--- src/rtl/msbd_pkg.sv ---
package msbd_pkg;

    // item kinds carried in s_tuser
    typedef enum logic [1:0] {
        KIND_TICK   = 2'd0,
        KIND_ENABLE = 2'd1,
        KIND_STOP   = 2'd2
    } kind_t;

    // configuration register indexes
    typedef enum logic [1:0] {
        CFG_BLOCK_THRESHOLD = 2'd0,
        CFG_INRUSH_WAIT     = 2'd1,
        CFG_MIN_DUTY        = 2'd2
    } cfg_index_t;

    localparam int CFG_INDEX_W     = 2;
    localparam int CFG_DATA_W      = 16;
    localparam int THRESHOLD_W     = 10;
    localparam int INRUSH_W        = 16;
    localparam int DUTY_W          = 8;
    localparam int SAMPLE_FIELD_W  = 10;
    localparam int AVG_W           = 10;
    localparam logic [INRUSH_W-1:0] INRUSH_WAIT_RESET = 16'd400;

    typedef struct packed {
        logic [THRESHOLD_W-1:0] block_threshold;
        logic [INRUSH_W-1:0]    inrush_wait;
        logic [DUTY_W-1:0]      min_duty;
    } cfg_t;

    // motor state after the item, as the result beat needs it
    typedef struct packed {
        logic [DUTY_W-1:0] pwm_duty;
        logic              dir_out;
        logic              brake_on;
        logic              armed;
    } motor_status_t;

endpackage

--- src/rtl/motor_soft_start_block_detect.sv ---
// Motor soft-start controller with stall detection. Each s_ beat is a tick
// (one current-sense sample), an enable (direction and target duty, clamped to
// [min_duty, MAX_DUTY]) or a stop, chosen by s_tuser; every beat yields exactly
// one m_ beat with the motor state after it. The block takes one beat per
// clock while m_tready stays high and keeps up with back-to-back traffic: an
// input register, a state update stage and a result register form a
// three-stage pipeline, and each stage only holds while the one behind it is
// full and stalled. The running mean is a sum over a shift line of
// SAMPLE_COUNT samples, divided through a constant reciprocal multiply in the
// result stage. Configuration writes have no read-back and are meant for
// idle periods.
module motor_soft_start_block_detect #(
    parameter int SAMPLE_COUNT = 16,
    parameter int MAX_DUTY     = 255,
    parameter int ADC_BITS     = 10
) (
    input  logic                                aclk,
    input  logic                                aresetn,

    // config write port, index per the register list
    input  logic                                cfg_wr_en,
    input  logic [msbd_pkg::CFG_INDEX_W-1:0]    cfg_addr,
    input  logic [msbd_pkg::CFG_DATA_W-1:0]     cfg_wdata,

    input  logic                                s_tvalid,
    output logic                                s_tready,
    // [0] direction, [8:1] target_duty, [18:9] current_sample, rest zero
    input  logic [23:0]                         s_tdata,
    // [1:0] kind
    input  logic [1:0]                          s_tuser,

    output logic                                m_tvalid,
    input  logic                                m_tready,
    // [7:0] pwm_duty, [8] dir_out, [9] brake_on, [10] is_blocked,
    // [20:11] avg_current, rest zero
    output logic [23:0]                         m_tdata
);
    import msbd_pkg::*;

    // samples wider than the field are cut to the field
    localparam int SAMPLE_W = (ADC_BITS < SAMPLE_FIELD_W) ? ADC_BITS : SAMPLE_FIELD_W;
    localparam int SUM_W    = SAMPLE_W + $clog2(SAMPLE_COUNT);

    // configuration registers
    cfg_t cfg_reg;

    always_ff @(posedge aclk) begin
        if (!aresetn) begin
            cfg_reg.block_threshold <= '0;
            cfg_reg.inrush_wait     <= INRUSH_WAIT_RESET;
            cfg_reg.min_duty        <= '0;
        end else if (cfg_wr_en) begin
            unique case (cfg_index_t'(cfg_addr))
                CFG_BLOCK_THRESHOLD: cfg_reg.block_threshold <= cfg_wdata[THRESHOLD_W-1:0];
                CFG_INRUSH_WAIT:     cfg_reg.inrush_wait     <= cfg_wdata[INRUSH_W-1:0];
                CFG_MIN_DUTY:        cfg_reg.min_duty        <= cfg_wdata[DUTY_W-1:0];
                default: begin
                    // writes past the list are dropped
                end
            endcase
        end
    end

    // stage handshakes: each stage takes a beat when empty or draining
    logic a_valid_reg, b_valid_reg, c_valid_reg;
    logic a_ready, b_ready, c_ready;
    logic step;

    assign c_ready  = !c_valid_reg || m_tready;
    assign b_ready  = !b_valid_reg || c_ready;
    assign a_ready  = !a_valid_reg || b_ready;
    assign s_tready = a_ready;
    assign step     = a_valid_reg && b_ready;

    always_ff @(posedge aclk) begin
        if (!aresetn) begin
            a_valid_reg <= 1'b0;
            b_valid_reg <= 1'b0;
            c_valid_reg <= 1'b0;
        end else begin
            if (a_ready) begin
                a_valid_reg <= s_tvalid;
            end
            if (b_ready) begin
                b_valid_reg <= a_valid_reg;
            end
            if (c_ready) begin
                c_valid_reg <= b_valid_reg;
            end
        end
    end

    // input register
    logic [1:0]                a_kind_reg;
    logic                      a_dir_reg;
    logic [DUTY_W-1:0]         a_target_reg;
    logic [SAMPLE_FIELD_W-1:0] a_sample_reg;

    always_ff @(posedge aclk) begin
        if (a_ready && s_tvalid) begin
            a_kind_reg   <= s_tuser;
            a_dir_reg    <= s_tdata[0];
            a_target_reg <= s_tdata[8:1];
            a_sample_reg <= s_tdata[18:9];
        end
    end

    // state update, committed when the beat moves into stage b
    motor_status_t       status;
    logic [SAMPLE_W-1:0] newest_next;
    logic [SUM_W-1:0]    sum_next;
    logic                blocked;

    msbd_motor #(
        .MAX_DUTY (MAX_DUTY)
    ) u_motor (
        .aclk        (aclk),
        .aresetn     (aresetn),
        .step        (step),
        .kind        (a_kind_reg),
        .direction   (a_dir_reg),
        .target_duty (a_target_reg),
        .cfg         (cfg_reg),
        .status      (status)
    );

    msbd_window #(
        .SAMPLE_COUNT (SAMPLE_COUNT),
        .SAMPLE_W     (SAMPLE_W),
        .SUM_W        (SUM_W)
    ) u_window (
        .aclk           (aclk),
        .aresetn        (aresetn),
        .step           (step),
        .kind           (a_kind_reg),
        .current_sample (a_sample_reg),
        .newest_next    (newest_next),
        .sum_next       (sum_next)
    );

    // stall only once inrush is over, and never with a zero threshold
    assign blocked = (cfg_reg.block_threshold != '0) && status.armed &&
                     (THRESHOLD_W'(newest_next) > cfg_reg.block_threshold);

    // stage b: status and raw sum
    logic [DUTY_W-1:0] b_pwm_reg;
    logic              b_dir_reg;
    logic              b_brake_reg;
    logic              b_blocked_reg;
    logic [SUM_W-1:0]  b_sum_reg;

    always_ff @(posedge aclk) begin
        if (step) begin
            b_pwm_reg     <= status.pwm_duty;
            b_dir_reg     <= status.dir_out;
            b_brake_reg   <= status.brake_on;
            b_blocked_reg <= blocked;
            b_sum_reg     <= sum_next;
        end
    end

    // stage c: mean from the sum, result register
    logic [AVG_W-1:0]  avg;
    logic [DUTY_W-1:0] c_pwm_reg;
    logic              c_dir_reg;
    logic              c_brake_reg;
    logic              c_blocked_reg;
    logic [AVG_W-1:0]  c_avg_reg;

    msbd_mean #(
        .SAMPLE_COUNT (SAMPLE_COUNT),
        .SAMPLE_W     (SAMPLE_W),
        .SUM_W        (SUM_W)
    ) u_mean (
        .sum (b_sum_reg),
        .avg (avg)
    );

    always_ff @(posedge aclk) begin
        if (c_ready && b_valid_reg) begin
            c_pwm_reg     <= b_pwm_reg;
            c_dir_reg     <= b_dir_reg;
            c_brake_reg   <= b_brake_reg;
            c_blocked_reg <= b_blocked_reg;
            c_avg_reg     <= avg;
        end
    end

    assign m_tvalid = c_valid_reg;
    assign m_tdata  = {3'b000, c_avg_reg, c_blocked_reg, c_brake_reg, c_dir_reg, c_pwm_reg};

endmodule

--- src/rtl/msbd_motor.sv ---
module msbd_motor #(
    parameter int MAX_DUTY = 255
) (
    input  logic                            aclk,
    input  logic                            aresetn,
    input  logic                            step,
    input  logic [1:0]                      kind,
    input  logic                            direction,
    input  logic [msbd_pkg::DUTY_W-1:0]     target_duty,
    input  msbd_pkg::cfg_t                  cfg,
    output msbd_pkg::motor_status_t         status
);
    import msbd_pkg::*;

    localparam logic [DUTY_W-1:0] DUTY_CAP =
        DUTY_W'((MAX_DUTY > 255) ? 255 : MAX_DUTY);

    logic                running_reg, running_next;
    logic                rot_dir_reg, rot_dir_next;
    logic [DUTY_W-1:0]   goal_reg, goal_next;
    logic [DUTY_W-1:0]   ramp_reg, ramp_next;
    logic [INRUSH_W-1:0] inrush_reg, inrush_next;
    logic [DUTY_W-1:0]   clamped;

    always_comb begin
        clamped = (target_duty < cfg.min_duty) ? cfg.min_duty : target_duty;
        if (clamped > DUTY_CAP) begin
            clamped = DUTY_CAP;
        end
    end

    always_comb begin
        running_next = running_reg;
        rot_dir_next = rot_dir_reg;
        goal_next    = goal_reg;
        ramp_next    = ramp_reg;
        inrush_next  = inrush_reg;
        case (kind_t'(kind))
            KIND_TICK: begin
                if (running_reg) begin
                    if (ramp_reg < goal_reg) begin
                        ramp_next = ramp_reg + 1'b1;
                    end
                    if (inrush_reg < cfg.inrush_wait) begin
                        inrush_next = inrush_reg + 1'b1;
                    end
                end
            end
            KIND_ENABLE: begin
                // reversing while running restarts the ramp and the inrush wait from zero
                if (running_reg && (rot_dir_reg != direction)) begin
                    ramp_next   = '0;
                    inrush_next = '0;
                end
                rot_dir_next = direction;
                goal_next    = clamped;
                running_next = 1'b1;
            end
            KIND_STOP: begin
                running_next = 1'b0;
                ramp_next    = '0;
                inrush_next  = '0;
            end
            default: begin
            end
        endcase
    end

    always_ff @(posedge aclk) begin
        if (!aresetn) begin
            running_reg <= 1'b0;
            rot_dir_reg <= 1'b0;
            goal_reg    <= '0;
            ramp_reg    <= '0;
            inrush_reg  <= '0;
        end else if (step) begin
            running_reg <= running_next;
            rot_dir_reg <= rot_dir_next;
            goal_reg    <= goal_next;
            ramp_reg    <= ramp_next;
            inrush_reg  <= inrush_next;
        end
    end

    always_comb begin
        status.pwm_duty = running_next ? ramp_next : '0;
        status.dir_out  = rot_dir_next;
        status.brake_on = !running_next;
        status.armed    = (inrush_next >= cfg.inrush_wait);
    end

endmodule

--- src/rtl/msbd_window.sv ---
module msbd_window #(
    parameter int SAMPLE_COUNT = 16,
    parameter int SAMPLE_W     = 10,
    parameter int SUM_W        = 14
) (
    input  logic                                  aclk,
    input  logic                                  aresetn,
    input  logic                                  step,
    input  logic [1:0]                            kind,
    input  logic [msbd_pkg::SAMPLE_FIELD_W-1:0]   current_sample,
    output logic [SAMPLE_W-1:0]                   newest_next,
    output logic [SUM_W-1:0]                      sum_next
);
    import msbd_pkg::*;

    // shift line: tap 0 newest, last tap oldest
    logic [SAMPLE_W-1:0] taps_reg [SAMPLE_COUNT];
    logic [SAMPLE_W-1:0] newest_reg;
    logic [SUM_W-1:0]    sum_reg;
    logic [SAMPLE_W-1:0] sample;
    logic                tick;

    assign sample = current_sample[SAMPLE_W-1:0];
    assign tick   = (kind_t'(kind) == KIND_TICK);

    always_comb begin
        if (tick) begin
            newest_next = sample;
            sum_next    = sum_reg - SUM_W'(taps_reg[SAMPLE_COUNT-1]) + SUM_W'(sample);
        end else begin
            newest_next = newest_reg;
            sum_next    = sum_reg;
        end
    end

    always_ff @(posedge aclk) begin
        if (!aresetn) begin
            for (int i = 0; i < SAMPLE_COUNT; i++) begin
                taps_reg[i] <= '0;
            end
            newest_reg <= '0;
            sum_reg    <= '0;
        end else if (step && tick) begin
            taps_reg[0] <= sample;
            for (int i = 1; i < SAMPLE_COUNT; i++) begin
                taps_reg[i] <= taps_reg[i-1];
            end
            newest_reg <= newest_next;
            sum_reg    <= sum_next;
        end
    end

endmodule

--- src/rtl/msbd_mean.sv ---
module msbd_mean #(
    parameter int SAMPLE_COUNT = 16,
    parameter int SAMPLE_W     = 10,
    parameter int SUM_W        = 14
) (
    input  logic [SUM_W-1:0]           sum,
    output logic [msbd_pkg::AVG_W-1:0] avg
);
    import msbd_pkg::*;

    // floor(sum / SAMPLE_COUNT) by reciprocal, exact for every sum below 2**SUM_W
    localparam int SHIFT = SUM_W + $clog2(SAMPLE_COUNT);
    localparam logic [SHIFT-1:0] RECIP =
        SHIFT'(((2 ** SHIFT) + SAMPLE_COUNT - 1) / SAMPLE_COUNT);

    logic [SUM_W+SHIFT-1:0] product;

    assign product = (SUM_W + SHIFT)'(sum) * (SUM_W + SHIFT)'(RECIP);
    assign avg     = AVG_W'(product[SHIFT +: SAMPLE_W]);

endmodule

--- config.mk ---
export PLATFORM = sky130hd
export DESIGN_NAME = motor_soft_start_block_detect
export DESIGN_NICKNAME = d
export VERILOG_FILES = /design/src/rtl/msbd_pkg.sv /design/src/rtl/motor_soft_start_block_detect.sv /design/src/rtl/msbd_motor.sv /design/src/rtl/msbd_window.sv /design/src/rtl/msbd_mean.sv
export SDC_FILE = /design/constraint.sdc
export NUM_CORES = 1
export LEC_CHECK = 0
export BUFFER_PORTS_ARGS = -buffer_cell sky130_fd_sc_hd__buf_2
export CORE_UTILIZATION = 53
export CTS_CLUSTER_SIZE = 24
export DETAILED_ROUTE_END_ITERATION = 7
export PLACE_DENSITY_LB_ADDON = 0.25
export SLEW_MARGIN = 20
export SYNTH_ARGS = -nofsm -noshare
export SYNTH_HDL_FRONTEND = slang
export SYNTH_HIERARCHICAL = 1
export SYNTH_SLANG_ARGS = --single-unit
--- constraint.sdc ---
create_clock -name aclk -period 9.6 [get_ports aclk]
set_clock_uncertainty 0.1 [all_clocks]
set_input_delay 1.92 -clock aclk [delete_from_list [all_inputs] [get_ports aclk]]
set_output_delay 1.92 -clock aclk [all_outputs]
set_load 0.05 [all_outputs]
* After elaboration in Yosys (flattened, before gate mapping)
Memories as Yosys holds them, arrays and structs flattened. Index checks and enable logic that the tools add are counted. Widths: inputs -> output; s select.
Storage, ports and cells: flip-flop bits (word level) 162, memories kept 1, bits in latches 0, memory bits (writable) 160, ROM bits 0, word-level logic and storage cells 114, input bits 49
Cells by class: magnitude comparators 6, reduce and logical (&&, ||, !) cells 21, shift-type cells 0, equality and inequality tests 5, add/sub/neg operators 4, multipliers 0, divide/modulo/power cells 0, multiplexer cells 34, bitwise logic cells 16
Memories:
- u_window.taps_reg | words 16, bits a word 10, read ports 16, clocked after Yosys merged registers in 0, wr ports 16, line msbd_window.sv:17 | logic [SAMPLE_W-1:0] taps_reg [SAMPLE_COUNT];
Operators with widths (count):
- $mux 10 | 17
- $mux 16 | 3
- $pmux 16 s3 | 1
- $mux 8 | 5
- $pmux 8 s3 | 1
- $add 16x1->16 const B | 1
- $ge 16x16->1 | 1
- $lt 16x16->1 | 1
- $lt 8x8->1 | 2
- $or 1x1->1 | 16
- $add 14x10->14 | 1
- $mux 14 | 1
- $sub 14x10->14 | 1
- $gt 10x10->1 | 1
- $reduce_bool 10->1 | 1
- $add 8x1->8 const B | 1
- $gt 8x8->1 const B | 1
- $reduce_and 2->1 | 4
- $logic_and 1x1->1 | 7
- $mux 1 | 5
- $eq 2x1->1 const B | 2
- $eq 2x2->1 const B | 2
- $logic_not 1->1 | 4
- $logic_not 2->1 | 2
- 3 further kinds | 5

* Longest topological paths before layout
Gate-level depths: netlist (run 1).
depth in word-level cells 9, depth in mapped cells 18

* By module
Netlist (run 1), hierarchy kept.
Modules (own cells, without submodules):
- msbd_window | times used 1, cells an instance 645, area each 7978.9 µm²
- motor_soft_start_block_detect | times used 1, cells an instance 266, area each 3741.1 µm²
- msbd_motor | times used 1, cells an instance 475, area each 3580.9 µm²
- msbd_mean | times used 1, cells an instance 10, area each 75.1 µm²

* Least setup slack after synthesis (run 1)
OpenSTA, ideal clock, no wires.
path type input to register, from in m_tready, to mem u_window.taps_reg[0][0], enable pin, setup slack 685 ps, arrival 8289 ps, cell stages on the path 5, path buffers 1, data required time 8974 ps, cell sequence nor2b_1 > a21boi_0 > nand2_1 > clkbuf_1 > nand2_1
RTL lines:
- start: declaration | line motor_soft_start_block_detect.sv:33 | input logic m_tready,
- end: declaration | line msbd_window.sv:17

* Worst setup path after layout (run 1)
from in m_tready, to out s_tready
Between the ends: word-level cells in the longest chain between the ends 3
Ends and longest elaborated chain:
- $logic_or 1x1->1 | line motor_soft_start_block_detect.sv:69 | assign c_ready = !c_valid_reg || m_tready;
- $logic_or 1x1->1 | line motor_soft_start_block_detect.sv:70 | assign b_ready = !b_valid_reg || c_ready;
- $logic_or 1x1->1 | line motor_soft_start_block_detect.sv:71 | assign a_ready = !a_valid_reg || b_ready;
- end: declaration | line motor_soft_start_block_detect.sv:26 | output logic s_tready,
Every way passes these cells.

==> results of run 1 <==
per-layer routing:
layer	up-vias	share of wire (%)	track usage, %
li1	5020	-	-
met1	4993	48	32.7
met2	296	44	33.0
met3	35	6.3	3.70
met4	0	1.5	5.43
met5	-	0	0
power by group through the flow:
stage          Combinational (uW)  Sequential (uW)  Clock [uW]
2_1_floorplan                 247             1600           0
3_3_place_gp                  328             1590           0
3_5_place_dp                  336             1600           0
4_1_cts                       338             1570        1330
5_1_grt                       378             1570        1390
6_report                      339             1570        1300
through the flow:
step	instances	total power, uW
after floorplan	1386	1850
after global placement	1746	1920
after detailed placement	1746	1930
after CTS	1812	3240
after global routing	1812	3340
final	1812	3210
final timing paths:
path	start	to	slack (ps)	cells past startpoint
worst max-delay path	m_tready	s_tready	4600	4
worst min-delay path	b_pwm_reg[7]	c_pwm_reg[7]	320	0
worst max register to register	u_motor/inrush_reg[3]	b_blocked_reg	4900	15
worst min register to register	b_pwm_reg[7]	c_pwm_reg[7]	320	0
layout by cell type (no fill, tap or decap), types with 12 or more instances in the layout:
cell / count
a21o_1: 14
a21oi_1: 64
nor3_1: 18
clkbuf_16: 37
and2_1: 65
nand2_1: 138
o211ai_1: 12
ha_1: 74
nor2b_1: 25
inv_1: 102
buf_2: 65
nand4_1: 15
mux2i_1: 18
edfxtp_1: 223
a21boi_0: 14
nor2_1: 46
dfxtp_1: 95
o21ai_0: 46
and3_1: 97
nand3_1: 30
buf_4: 12
a31oi_1: 20
cell type report:
cell class,instances,area [um^2]
clock inverters,20,176
inverters,102,383
fillers,2308,11100
clock buffers,46,960
repair buffers,78,427
flip-flops and latches,318,8600
multi-input cells,870,5850
well taps,378,473
==> flow_summary.json, run 1 <==
{
  "cpMostUsedCell": "buf_2",
  "drt_iter0_markers": 928,
  "min_path_type": "reg -> reg",
  "yosysWarnings": 6,
  "drc": 0,
  "crit_type": "in -> out",
  "postRouteWirelength_um": 31400,
  "whs_ps": 316,
  "p_int_uw": 2430,
  "cts-hold-fix-buffers": 0,
  "clock_latency_ps": 530,
  "dpl_cell_area_mm2": 0.0157,
  "cp_max_fo": 6,
  "gp_congestion": 0.861,
  "tightest_slew_ps": 1120,
  "vdd_drop_max_uv": 139,
  "relSlewSlack_pct": 25.0,
  "power.share.clock_pct": 40.6,
  "crit_family": "simple AND/OR/NAND/NOR gates",
  "fin_util_pct": 60.2,
  "cts_buffers": 36,
  "cts_root_buffer": "clkbuf_16",
  "start_util_pct": 54.3,
  "hold_viol": 0,
  "synth_area_per_cell_um2": 11.0,
  "p_sw_share_pct": 24.4,
  "crit_buf_inv": 2,
  "largest_reg_flops": 160,
  "track_usage_pct": 21.9,
  "placementRows": 61,
  "postLayoutCellArea_mm2": 0.0169,
  "chipWidth_um": 171,
  "die_h_um": 171,
  "cp_slowest_stage_delay_ps": 520,
  "rsz0062_at_grt": "no",
  "synthCells": 1384,
  "grt_max_degree": 124,
  "ant_nets": 0,
  "p_seq_share_pct": 48.9,
  "cts_htree_levels": 2,
  "ios": 75,
  "place_ws_ps": 4360,
  "clockBufferDepth": 3,
  "clock-sinks": 318,
  "crit_path_end_kind": "output pin",
  "cp_slowest_cell": "nor2b_1",
  "grt_pass1_vias": 9490,
  "fin_tns_setup_ps": 0,
  "syn_area_mm2": 0.0152,
  "firstDrtPassIters": 5,
  "finalCritPeriodShare_pct": 52.1,
  "antenna_cells": 0,
  "via_per_inst": 5.71,
  "vias": 10300,
  "fmax_mhz": 200,
  "finalMaxSlewViolations": 0,
  "setup_viol": 0,
  "worstPathRequired_ps": 7580,
  "nets": 1539,
  "p_sw_uw": 783,
  "area_growth_pct": 10.8,
  "status": "complete, no violations",
  "power.density_mw_per_mm2": 190,
  "combPwrFrac_pct": 10.6,
  "cts.clk_slew.worst_paths_ps": 50,
  "cts_tree": "built",
  "core_mm2": 0.0280,
  "post_cts_buffers": 0,
  "fin_crit_ps": 5000,
  "worstPathCellList": "buf_2, nor2b_1, nand3_1, buf_2",
  "p_leak_uw": 0.00676,
  "grt-ovfl-total": 0,
  "numPortBuffers": 66,
  "cp-start-kind": "input pin",
  "critical_path_arrival_ps": 2980,
  "drv_cap": 0,
  "place.detailed.hpwl_um": 20200,
  "die_area_mm2": 0.0294,
  "wl_per_cell_um": 17.3,
  "ctsResizeCount": 0,
  "drive_gt1_share_pct": 11.2,
  "layout_setup_ws_ps": 4600,
  "antenna_found_initial": 0,
  "grt_pass1_wl_um": 50200
}
(Power assumes the default switching activity.)
==> run 2: changes to the inputs <==
- clock period: 9.6 -> 4.5 ns (I/O delays scaled with it)
==> flow_summary.json, run 2 (same netlist as run 1, synthesis figures left out) <==
{
  "largest_reg_flops": 160,
  "cp-start-kind": "flip-flop",
  "relSlewSlack_pct": 32.5,
  "cts_htree_levels": 2,
  "power.total_uw": 6890,
  "postRouteWirelength_um": 31900,
  "drive_gt1_share_pct": 12.6,
  "chipWidth_um": 171,
  "worstPathRequired_ps": 4780,
  "clock_latency_ps": 530,
  "ant_nets": 0,
  "whs_path_depth": 0,
  "r2r_slack_ps": 250,
  "nFillCells": 2286,
  "gp_congestion": 0.932,
  "power.density_mw_per_mm2": 404,
  "p_leak_uw": 0.00687,
  "cp_slowest_stage_delay_ps": 470,
  "min_to": "c_avg_reg[2]",
  "antenna_cells": 0,
  "track_usage_pct": 22.1,
  "via_per_inst": 5.61,
  "nets": 1557,
  "cts_tree": "built",
  "setup_viol": 0,
  "final_common_cell": "edfxtp_1",
  "cts_buffers": 34,
  "start_util_pct": 54.3,
  "cp_max_fo": 8,
  "fin_crit_ps": 4250,
  "clockBufferDepth": 3,
  "die_area_mm2": 0.0294,
  "fin_tns_setup_ps": 0,
  "finalCritPeriodShare_pct": 94.5,
  "drv_cap": 0,
  "finalMaxSlewViolations": 0,
  "hold_viol": 0,
  "placementRows": 61,
  "rr_worst_depth": 16,
  "vdd_drop_max_uv": 320,
  "tightest_slew_ps": 1010,
  "fin_util_pct": 60.9,
  "wl_per_cell_um": 17.4,
  "critical_path_arrival_ps": 4530,
  "min_path_type": "reg -> reg",
  "vias": 10300,
  "layout_common_cells": "edfxtp_1 (223), nand2_1 (138), inv_1 (102)",
  "area_growth_pct": 12.0,
  "antenna_found_initial": 0,
  "ios": 75,
  "worstPathCellList": "inv_1, ha_1, nand4_1, nor2_1, a221o_2, nor4b_4, nor2_1, a221o_1, ha_1, nand4_1, a211oi_2, nand2_1, o221ai_2, o41ai_2, a31oi_1, o41a_1",
  "r2r_start": "cfg_reg[22]",
  "cp_slowest_cell": "a221o_2",
  "dpl_cell_area_mm2": 0.0159,
  "hold_start": "b_sum_reg[6]",
  "drc": 0,
  "place.detailed.hpwl_um": 20900,
  "grt_pass1_vias": 9589,
  "postLayoutCellArea_mm2": 0.0171,
  "firstDrtPassIters": 5,
  "grt_max_degree": 134,
  "grt_pass1_wl_um": 50500,
  "clock-sinks": 318,
  "crit_path_end_kind": "flip-flop",
  "crit_type": "reg -> reg",
  "numPortBuffers": 66,
  "core_mm2": 0.0280,
  "status": "complete, no violations",
  "reg2reg_to": "b_blocked_reg",
  "cts.clk_slew.worst_paths_ps": 60,
  "cts_root_buffer": "clkbuf_16",
  "die_h_um": 171,
  "grt-ovfl-total": 0,
  "fmax_mhz": 235,
  "drt_iter0_markers": 967,
  "whs_ps": 316
}
-- run 2: worst max-delay path: cells and delay by family (launching register included) --
family	cells	cell delay, ps
AOI/OAI and AO/OA	7	1820
adders and majority gates	2	620
buffers and inverters	1	70
DFF	1	340
and+or+nand+nor	6	1140
-- run 2: through the flow --
stage               setup slack (ps)  cells
CTS                              137   1828
detailed placement               183   1766
floorplan                       5.08   1386
global route                   -26.6   1828
global placement                 194   1766
finish                           249   1828
-- run 2: power by group --
part	leakage (uW)	switching [uW]	internal (uW)	total [uW]
registers	0.00303	57.2	3290	3350
logic	0.00330	480	259	739
clock network	0.000543	1160	1640	2800
-- run 2: layer usage --
metal  routed length [um]  track usage (%)  vias up
met1                15800             33.6     4924
met3                 1590             3.24       54
met5                    0                0        -
met2                13700             32.5      235
met4                  720             6.75        0
li1                     -                -     5044
-- run 2: worst max path at each step --
stage	startpoint	to	slack [ps]	cells after the start
5_1_grt	cfg_reg[15]	b_blocked_reg	-30	16
3_5_place_dp	cfg_reg[13]	b_blocked_reg	180	16
6_report	cfg_reg[22]	b_blocked_reg	250	16
2_1_floorplan	m_tready	u_window/taps_reg[0][0]	5	5
4_1_cts	cfg_reg[13]	b_blocked_reg	140	16
3_3_place_gp	cfg_reg[13]	b_blocked_reg	190	16
-- run 2: layout make-up --
type,instances,area [um^2],share of cell area (%)
Sequential cell,318,8600,50.4
Multi-Input combinational cell,870,5880,34.5
Clock buffer,45,923,5.41
Timing Repair Buffer,98,586,3.43
Tap cell,378,473,2.77
Inverter,102,383,2.25
Clock inverter,17,204,1.20
-- run 2: what timing repair did --
item	4_1_cts	5_1_grt
gates resized for setup	0	5
hold buffers	0	0
setup endpoints to repair	0	1
setup buffers	0	0
